--- config.mk ---
export PLATFORM = sky130hd
export DESIGN_NAME = tag_value_field_parser
export DESIGN_NICKNAME = d
export VERILOG_FILES = /design/src/hdl/tvfp_pkg.sv /design/src/hdl/tvfp_fifo.sv /design/src/hdl/tvfp_front.sv /design/src/hdl/tvfp_back.sv /design/src/hdl/tag_value_field_parser.sv
export SDC_FILE = /design/constraint.sdc
export NUM_CORES = 1
export LEC_CHECK = 0
export ABC_AREA = 1
export BUFFER_PORTS_ARGS = -buffer_cell sky130_fd_sc_hd__buf_2
export CORE_ASPECT_RATIO = 1.4
export CORE_MARGIN = 10
export CORE_UTILIZATION = 30
export DETAILED_ROUTE_END_ITERATION = 12
export GPL_TIMING_DRIVEN = 0
export RECOVER_POWER = 100
export SYNTH_ARGS = -nofsm -noshare
export SYNTH_HDL_FRONTEND = slang
export SYNTH_SLANG_ARGS = --single-unit
--- constraint.sdc ---
create_clock -name clk -period 8.7 [get_ports clk]
set_input_delay 1.305 -clock clk [delete_from_list [all_inputs] [get_ports clk]]
set_output_delay 1.305 -clock clk [all_outputs]
set_load 0.1 [all_outputs]
--- src/hdl/tvfp_pkg.sv ---
package tvfp_pkg;

	// Delimiters and digit bounds of the tag=value syntax
	localparam logic [7:0] CH_SOH   = 8'h01;
	localparam logic [7:0] CH_EQ    = 8'h3D;
	localparam logic [7:0] CH_MINUS = 8'h2D;
	localparam logic [7:0] CH_ZERO  = 8'h30;
	localparam logic [7:0] CH_NINE  = 8'h39;

	localparam logic [15:0] TAG_MAX = 16'hFFFF;

	// Depths of the decoupling queue and of the result queue
	localparam int QUEUE_DEPTH = 4;
	localparam int OUT_DEPTH   = 2;

	typedef enum logic [1:0] {
		MODE_TAG   = 2'b01,
		MODE_VALUE = 2'b10
	} mode_t;

	typedef struct packed {
		logic [7:0] data_byte;
		logic       last;
	} item_t;

	typedef struct packed {
		logic               field_valid;
		logic [15:0]        tag;
		logic               tag_error;
		logic [11:0]        value_offset;
		logic [11:0]        value_length;
		logic signed [63:0] value_number;
		logic               value_numeric;
		logic [6:0]         field_index;
		logic               message_end;
		logic               message_ok;
		logic [7:0]         field_count;
	} result_t;

	// Classified byte, as handed from the front to the back
	typedef struct packed {
		logic [7:0] data_byte;
		logic       last;
		logic       is_digit;
		logic       is_eq;
		logic       is_soh;
		logic       is_minus;
	} cls_t;

	// Result before sign application: value_number holds the magnitude
	typedef struct packed {
		result_t fld;
		logic    negative;
	} raw_t;

endpackage

--- src/hdl/tvfp_fifo.sv ---
module tvfp_fifo #(
	parameter int WIDTH = 8,
	parameter int DEPTH = 4
) (
	input  logic             clk,
	input  logic             arst_n,
	input  logic             wr_en,
	input  logic [WIDTH-1:0] wdata,
	output logic             full,
	input  logic             rd_en,
	output logic [WIDTH-1:0] rdata,
	output logic             empty
);

	localparam int AW = (DEPTH > 1) ? $clog2(DEPTH) : 1;
	localparam int CW = $clog2(DEPTH + 1);

	logic [WIDTH-1:0] mem_q [DEPTH];
	logic [AW-1:0]    wr_ptr_q;
	logic [AW-1:0]    rd_ptr_q;
	logic [CW-1:0]    count_q;
	logic             do_wr;
	logic             do_rd;

	assign full  = (count_q == CW'(DEPTH));
	assign empty = (count_q == '0);
	assign do_wr = wr_en && !full;
	assign do_rd = rd_en && !empty;
	assign rdata = mem_q[rd_ptr_q];

	always_ff @(posedge clk or negedge arst_n) begin
		if (!arst_n) begin
			wr_ptr_q <= '0;
			rd_ptr_q <= '0;
			count_q  <= '0;
		end else begin
			if (do_wr) begin
				wr_ptr_q <= (wr_ptr_q == AW'(DEPTH - 1)) ? '0 : wr_ptr_q + AW'(1);
			end
			if (do_rd) begin
				rd_ptr_q <= (rd_ptr_q == AW'(DEPTH - 1)) ? '0 : rd_ptr_q + AW'(1);
			end
			if (do_wr && !do_rd) begin
				count_q <= count_q + CW'(1);
			end else if (do_rd && !do_wr) begin
				count_q <= count_q - CW'(1);
			end
		end
	end

	always_ff @(posedge clk) begin
		if (do_wr) begin
			mem_q[wr_ptr_q] <= wdata;
		end
	end

endmodule

--- src/hdl/tvfp_front.sv ---
module tvfp_front (
	input  logic           clk,
	input  logic           arst_n,
	input  logic           push,
	input  tvfp_pkg::item_t item,
	output logic           full,
	output logic           q_wr,
	output tvfp_pkg::cls_t  q_wdata,
	input  logic           q_full
);

	import tvfp_pkg::*;

	logic  v_s1;
	cls_t  cls_s1;
	cls_t  cls_d;
	logic  ready;

	always_comb begin
		cls_d.data_byte = item.data_byte;
		cls_d.last      = item.last;
		cls_d.is_digit  = (item.data_byte >= CH_ZERO) && (item.data_byte <= CH_NINE);
		cls_d.is_eq     = (item.data_byte == CH_EQ);
		cls_d.is_soh    = (item.data_byte == CH_SOH);
		cls_d.is_minus  = (item.data_byte == CH_MINUS);
	end

	// Hold the classified word until the queue has room
	assign ready   = !v_s1 || !q_full;
	assign full    = !ready;
	assign q_wr    = v_s1 && !q_full;
	assign q_wdata = cls_s1;

	always_ff @(posedge clk or negedge arst_n) begin
		if (!arst_n) begin
			v_s1 <= 1'b0;
		end else if (ready) begin
			v_s1 <= push;
		end
	end

	always_ff @(posedge clk) begin
		if (ready && push) begin
			cls_s1 <= cls_d;
		end
	end

endmodule

--- src/hdl/tvfp_back.sv ---
module tvfp_back #(
	parameter int MAX_FIELD_COUNT = 128,
	parameter int MSG_BYTES       = 4096
) (
	input  logic           clk,
	input  logic           arst_n,
	input  tvfp_pkg::cls_t  cur,
	input  logic           q_empty,
	output logic           q_rd,
	output tvfp_pkg::raw_t  res_s1,
	output logic           res_v_s1,
	input  logic           out_ready
);

	import tvfp_pkg::*;

	localparam int PW = $clog2(MSG_BYTES + 1);
	localparam int FW = $clog2(MAX_FIELD_COUNT + 1);
	localparam int CW = (FW + 1 > 9) ? FW + 1 : 9;

	mode_t         mode_q, mode_d;
	logic [PW-1:0] pos_q, pos_d;
	logic [15:0]   tacc_q, tacc_d;
	logic          bad_q, bad_d;
	logic [PW-1:0] vs_q, vs_d;
	logic [63:0]   nacc_q, nacc_d;
	logic          neg_q, neg_d;
	logic          dig_q, dig_d;
	logic [FW-1:0] found_q, found_d, found_e;

	logic          stage_ready;
	logic          take;
	logic          eligible;
	logic          emit;
	logic          emit_soh;
	logic [19:0]   tag_prod;
	logic [63:0]   num_prod;
	logic [PW-1:0] len_pos;
	logic [PW-1:0] len_full;
	logic [CW-1:0] cnt_fld;
	logic [CW-1:0] cnt_end;
	raw_t          res_d;

	assign stage_ready = !res_v_s1 || out_ready;
	assign take        = !q_empty && stage_ready;
	assign q_rd        = take;

	assign tag_prod = 20'({tacc_q, 3'b000}) + 20'({tacc_q, 1'b0}) + 20'(cur.data_byte[3:0]);
	assign num_prod = {nacc_q[60:0], 3'b000} + {nacc_q[62:0], 1'b0}
		+ {56'd0, cur.data_byte} - 64'd48;

	always_comb begin
		mode_d   = mode_q;
		pos_d    = pos_q;
		tacc_d   = tacc_q;
		bad_d    = bad_q;
		vs_d     = vs_q;
		nacc_d   = nacc_q;
		neg_d    = neg_q;
		dig_d    = dig_q;
		found_d  = found_q;
		emit     = 1'b0;
		emit_soh = 1'b0;
		eligible = (pos_q < PW'(MSG_BYTES)) && (found_q < FW'(MAX_FIELD_COUNT));

		if (eligible) begin
			unique case (mode_q)
				MODE_TAG: begin
					if (cur.is_eq) begin
						mode_d = MODE_VALUE;
						vs_d   = pos_q + PW'(1);
						nacc_d = '0;
						neg_d  = 1'b0;
						dig_d  = 1'b1;
					end else if (cur.is_digit && !bad_q) begin
						if (tag_prod > 20'(TAG_MAX)) begin
							bad_d  = 1'b1;
							tacc_d = TAG_MAX;
						end else begin
							tacc_d = tag_prod[15:0];
						end
					end else begin
						bad_d  = 1'b1;
						tacc_d = TAG_MAX;
					end
					pos_d = pos_q + PW'(1);
				end
				MODE_VALUE: begin
					if (cur.is_soh) begin
						emit     = 1'b1;
						emit_soh = 1'b1;
						mode_d   = MODE_TAG;
					end else if ((pos_q == vs_q) && cur.is_minus) begin
						neg_d = 1'b1;
					end else begin
						nacc_d = num_prod;
						if (!cur.is_digit) begin
							dig_d = 1'b0;
						end
					end
					pos_d = pos_q + PW'(1);
				end
				default: begin
				end
			endcase
		end

		// Close an open value on the final byte
		if (cur.last && (mode_d == MODE_VALUE)) begin
			emit = 1'b1;
		end

		found_e  = found_d + FW'(emit);
		len_pos  = emit_soh ? pos_q : pos_d;
		len_full = len_pos - vs_d;
		cnt_fld  = CW'(found_d) + CW'(1);
		cnt_end  = CW'(found_e);

		res_d = '0;
		if (emit) begin
			res_d.fld.field_valid   = 1'b1;
			res_d.fld.tag           = bad_d ? TAG_MAX : tacc_d;
			res_d.fld.tag_error     = bad_d;
			res_d.fld.value_offset  = 12'(vs_d);
			res_d.fld.value_length  = 12'(len_full);
			res_d.fld.value_number  = nacc_d;
			res_d.fld.value_numeric = (len_full != '0) && dig_d
				&& !(neg_d && (len_full == PW'(1)));
			res_d.fld.field_index   = 7'(found_d);
			res_d.fld.field_count   = (cnt_fld > CW'(255)) ? 8'hFF : 8'(cnt_fld);
			res_d.negative          = neg_d;
		end
		if (cur.last) begin
			res_d.fld.message_end = 1'b1;
			res_d.fld.message_ok  = (found_e != '0);
			res_d.fld.field_count = (cnt_end > CW'(255)) ? 8'hFF : 8'(cnt_end);
		end
	end

	always_ff @(posedge clk or negedge arst_n) begin
		if (!arst_n) begin
			mode_q   <= MODE_TAG;
			pos_q    <= '0;
			found_q  <= '0;
			tacc_q   <= '0;
			bad_q    <= 1'b0;
			vs_q     <= '0;
			nacc_q   <= '0;
			neg_q    <= 1'b0;
			dig_q    <= 1'b1;
			res_v_s1 <= 1'b0;
		end else begin
			if (stage_ready) begin
				res_v_s1 <= take && (emit || cur.last);
			end
			if (take) begin
				if (cur.last || emit) begin
					// Drop the field context once it has been reported
					mode_q <= MODE_TAG;
					tacc_q <= '0;
					bad_q  <= 1'b0;
					vs_q   <= '0;
					nacc_q <= '0;
					neg_q  <= 1'b0;
					dig_q  <= 1'b1;
				end else begin
					mode_q <= mode_d;
					tacc_q <= tacc_d;
					bad_q  <= bad_d;
					vs_q   <= vs_d;
					nacc_q <= nacc_d;
					neg_q  <= neg_d;
					dig_q  <= dig_d;
				end
				if (cur.last) begin
					pos_q   <= '0;
					found_q <= '0;
				end else begin
					pos_q   <= pos_d;
					found_q <= found_e;
				end
			end
		end
	end

	always_ff @(posedge clk) begin
		if (stage_ready) begin
			res_s1 <= res_d;
		end
	end

`ifndef SYNTHESIS
	a_fieldless_only_at_end: assert property (@(posedge clk) disable iff (!arst_n)
		res_v_s1 && !res_s1.fld.field_valid |-> res_s1.fld.message_end)
		else $error("result without a field before message end");

	a_found_bounded: assert property (@(posedge clk) disable iff (!arst_n)
		found_q <= FW'(MAX_FIELD_COUNT))
		else $error("field count beyond limit");

	a_last_restarts: assert property (@(posedge clk) disable iff (!arst_n)
		take && cur.last |=> (pos_q == '0) && (found_q == '0) && (mode_q == MODE_TAG))
		else $error("state not restarted after final byte");

	a_ok_has_count: assert property (@(posedge clk) disable iff (!arst_n)
		res_v_s1 && res_s1.fld.message_ok |-> res_s1.fld.field_count != 8'd0)
		else $error("message ok with no fields");

	a_value_start: assert property (@(posedge clk) disable iff (!arst_n)
		mode_q == MODE_VALUE |-> (vs_q != '0) && (vs_q <= pos_q))
		else $error("value start outside the bytes taken");
`endif

endmodule

--- src/hdl/tag_value_field_parser.sv ---
// Path: a byte accepted at the ports passes the front stage register, the queue,
//   the back result stage and the result queue before its result shows on the result ports.
// Throughput: one byte per cycle while the queue holds a word and the result queue has
//   room; each stage moves one word per cycle while its consumer has room.
// Reset: arst_n low clears all parse state and both queues at once; no sweep.
module tag_value_field_parser #(
	parameter int MAX_FIELD_COUNT = 128,
	parameter int MSG_BYTES       = 4096
) (
	input  logic              clk,
	input  logic              arst_n,
	input  logic              push,
	output logic              full,
	input  tvfp_pkg::item_t   item,
	output logic              empty,
	input  logic              pop,
	output tvfp_pkg::result_t result
);

	import tvfp_pkg::*;

	// Front to back queue
	logic                 q_wr;
	cls_t                 q_wdata;
	logic                 q_full;
	logic                 q_rd;
	logic [$bits(cls_t)-1:0] q_rdata;
	logic                 q_empty;

	// Back result stage and result queue
	raw_t                 res_s1;
	logic                 res_v_s1;
	logic                 o_full;
	result_t              o_wdata;
	logic [$bits(result_t)-1:0] o_rdata;

	// Front: take a word, classify it, hold it until the queue has room
	tvfp_front u_front (
		.clk     (clk),
		.arst_n  (arst_n),
		.push    (push),
		.item    (item),
		.full    (full),
		.q_wr    (q_wr),
		.q_wdata (q_wdata),
		.q_full  (q_full)
	);

	// Short queue: lets the front keep taking words while the back stalls
	tvfp_fifo #(
		.WIDTH ($bits(cls_t)),
		.DEPTH (QUEUE_DEPTH)
	) u_queue (
		.clk    (clk),
		.arst_n (arst_n),
		.wr_en  (q_wr),
		.wdata  (q_wdata),
		.full   (q_full),
		.rd_en  (q_rd),
		.rdata  (q_rdata),
		.empty  (q_empty)
	);

	// Back: parse state, digit accumulation and field reporting
	tvfp_back #(
		.MAX_FIELD_COUNT (MAX_FIELD_COUNT),
		.MSG_BYTES       (MSG_BYTES)
	) u_back (
		.clk       (clk),
		.arst_n    (arst_n),
		.cur       (cls_t'(q_rdata)),
		.q_empty   (q_empty),
		.q_rd      (q_rd),
		.res_s1    (res_s1),
		.res_v_s1  (res_v_s1),
		.out_ready (!o_full)
	);

	// Apply the sign on the way into the result queue, so the back stage
	// carries the magnitude only
	always_comb begin
		o_wdata = res_s1.fld;
		if (res_s1.negative) begin
			o_wdata.value_number = 64'd0 - res_s1.fld.value_number;
		end
	end

	// Result queue: the oldest word sits on the result ports while empty is low
	tvfp_fifo #(
		.WIDTH ($bits(result_t)),
		.DEPTH (OUT_DEPTH)
	) u_out (
		.clk    (clk),
		.arst_n (arst_n),
		.wr_en  (res_v_s1),
		.wdata  (o_wdata),
		.full   (o_full),
		.rd_en  (pop),
		.rdata  (o_rdata),
		.empty  (empty)
	);

	assign result = result_t'(o_rdata);

endmodule
==> flow_metrics.env <==
export IMPL_status="finished with violations"
export IMPL_violations="max-capacitance violations, max-slew violations"
export IMPL_ant_nets=0
export IMPL_yosysSeqAreaShare_pct=46.9
export IMPL_row_count=148
export IMPL_vias=28300
export IMPL_tightestPinTransition_ns=2.97
export IMPL_n_fill_cell=12200
export IMPL_die_area_mm2=0.131
export IMPL_post_place_ws_ns=3.41
export IMPL_clock_sinks=570
export IMPL_synth_fp_nets=4591
export IMPL_critPathMostFrequentCell="clkbuf_1"
export IMPL_fin_tns_setup_ns=0
export IMPL_min_period_ns=6.30
export IMPL_cts_tree="done"
export IMPL_cp_top_family="buffers and inverters"
export IMPL_finalMaxSlewViolations=381
export IMPL_netlist_area_mm2=0.0351
export IMPL_drive_gt1_share_pct=3.47
export IMPL_cap_violations=12
export IMPL_setup_ws_ns=2.40
export IMPL_core_mm2=0.116
export IMPL_synth_seq_cells=570
export IMPL_fp_dieH_um=425
export IMPL_remaining_drc_errors=0
export IMPL_die_w_um=309
export IMPL_finalSetupViolations=0
export IMPL_rsz0062_at_grt="no"
export IMPL_synthArstFlopShare_pct=23.2
export IMPL_cts_setup_buffers=0
export IMPL_drt_pass1_iter_count=5
export IMPL_antenna_found_initial=8
export IMPL_crit_chain="inv_1, nand3_1, clkbuf_1, nand2_1, nor2_1, inv_1, nor2_1, clkbuf_1, clkbuf_1, nand3_1, nand2_1"
export IMPL_io_buffer_count=138
export IMPL_pin_count=139
export IMPL_viasPerCell=4.65
export IMPL_cts_root_buffer="clkbuf_16"
export IMPL_synthDistinctLibCells=53
export IMPL_num_antenna_cells=0
export IMPL_cts_repair_resized=0
export IMPL_place_gp_congestion=0.939
export IMPL_path_buf_inv=5
export IMPL_clock_latency_ns=0.64
export IMPL_skew_ns=0.0314
export IMPL_clockBufferDepth=3
export IMPL_synth_avg_cell_area_um2=8.10
export IMPL_placed_cell_area_mm2=0.0379
export IMPL_nets=4795
export IMPL_worstPathMaxFanout=43
export IMPL_wl_mm=102
export IMPL_clkTransAtPathRegs_ns=0.07
export IMPL_critical_path_max_stage_delay_ns=1.77
export IMPL_post_route_period_util_pct=72.4
export IMPL_htree_num_levels=2
export IMPL_numCtsBuffers=53
export IMPL_synth_flop_cell="edfxtp_1"
export IMPL_cp_arrival_ns=6.87
export IMPL_dp_hpwl_mm=82.2
export IMPL_critPathLaunchType="flip-flop"
export IMPL_ctsHoldBuffers=0
export IMPL_end_kind="flip-flop"
export IMPL_hold_class="reg -> reg"
export IMPL_slew_headroom_pct=-98.2
export IMPL_design_area_mm2=0.0390
export IMPL_r2r_slack_ns=2.40
export IMPL_postSynthCellCount=4332
export IMPL_crit_type="reg -> reg"
export IMPL_critPathSlowestCell="clkbuf_1"
export IMPL_synth_edf_count=438
export IMPL_wl_per_cell_um=16.8
export IMPL_grt_pass1_vias=28200
export IMPL_yosysWarnings=0
export IMPL_hold_viol=0
export IMPL_grt_max_degree=88
export IMPL_fmax_ghz=0.159
export IMPL_grt_pass1_wl_mm=158
export IMPL_first_iter_violations=1726
export IMPL_grt_usage_pct=15.3
export IMPL_overflow=0
export IMPL_start_util_pct=30.2
export IMPL_areaGrowthSynthToFinish_pct=11.2
export IMPL_cp_required_ns=9.28
[state kept, by name (all words and copies together), names as in the netlist, 2 cells and up]
signal,count
u_back.tacc_q,16
u_back.found_d,8
u_back.pos_q,13
u_queue.count_q,3
u_queue.mem_q,52
u_out.mem_q,248
u_back.mode_q,2
u_queue.wr_ptr_q,2
u_back.vs_q,13
u_queue.rd_ptr_q,2
u_out.count_q,2
u_back.res_s1,125
u_back.nacc_q,64
u_front.q_wdata,13
[layout make-up]
type	count	area, um^2	share of cell area [%]
Buffer	107	427	1.09
Clock buffer	72	1450	3.71
Clock inverter	26	327	0.837
Inverter	679	2550	6.54
Multi-Input combinational cell	2976	15300	39.3
Sequential cell	570	16500	42.2
Tap cell	1500	1880	4.81
Timing Repair Buffer	149	587	1.50
[logic make-up after synthesis]
logic type	Yosys count	synth area share (%)
and+or+nand+nor	2183	25.1
buffers and inverters	786	8.83
DFF	570	46.9
AOI/OAI and AO/OA	428	7.17
adders and majority gates	246	8.99
xor gates and xnor gates	119	2.97
[per-layer routing]
layer	up-vias	GRT usage (%)	share of wire [%]
met5	-	0	0.086
met4	16	7.51	5.3
met3	230	1.65	3.6
met2	605	28.5	51
met1	13100	17.0	40
li1	14300	-	-
[layout by cell type, fill, tap and decap left out, types with 53 or more instances in the layout]
| cell | Yosys | routed |
|---|---|---|
| clkbuf_16 | 0 | 53 |
| dfrtp_1 | 130 | 130 |
| edfxtp_1 | 438 | 438 |
| nor2_1 | 290 | 291 |
| clkbuf_1 | 64 | 251 |
| nand2_1 | 1534 | 1536 |
| ha_1 | 236 | 236 |
| a21oi_1 | 107 | 141 |
| o21ai_0 | 176 | 183 |
| xor2_1 | 91 | 91 |
| nand3_1 | 216 | 217 |
| inv_1 | 667 | 668 |
[cells in the mapped netlist, drive strengths merged (11+ instances only)]
cell | number | area share [%]
ha | 236 | 8.4
o22ai | 31 | 0.55
o21bai | 11 | 0.24
edfxtp | 438 | 37
xor2 | 91 | 2.3
dfrtp | 130 | 9.3
clkbuf | 64 | 0.68
nor3 | 46 | 0.71
o21ai | 197 | 2.9
nand2 | 1541 | 17
a21oi | 158 | 2.8
or2 | 22 | 0.39
nand3 | 217 | 3.1
nand4 | 36 | 0.64
inv | 679 | 7.3
xnor2 | 28 | 0.70
buf | 43 | 0.86
nor2 | 295 | 3.2
[path summary, 6_finish.rpt]
path                                     from             endpoint  cells past startpoint
min in group asynchronous              arst_n    u_back.nacc_q[58]                      1
max                          u_out.count_q[0]    u_back.tacc_q[12]                     11
min reg2reg                u_back.res_s1[112]  u_out.mem_q[0][111]                      0
max reg2reg                  u_out.count_q[0]    u_back.tacc_q[12]                     11
min                        u_back.res_s1[112]  u_out.mem_q[0][111]                      0
max in group asynchronous              arst_n    u_back.nacc_q[23]                      1
[through the flow]
step           hold WS (ns)  util [%]  std cells
2_1_floorplan         0.421         -       4332
3_3_place_gp          0.422      32.4       5970
3_5_place_dp          0.430      32.6       5981
4_1_cts               0.444      34.1       6079
5_1_grt               0.447      33.6       6079
6_report              0.445      33.6       6079
Power is left out: the tool's default activity adds up to more than one toggle a clock period on the data nets, which glitch-free logic cannot reach.
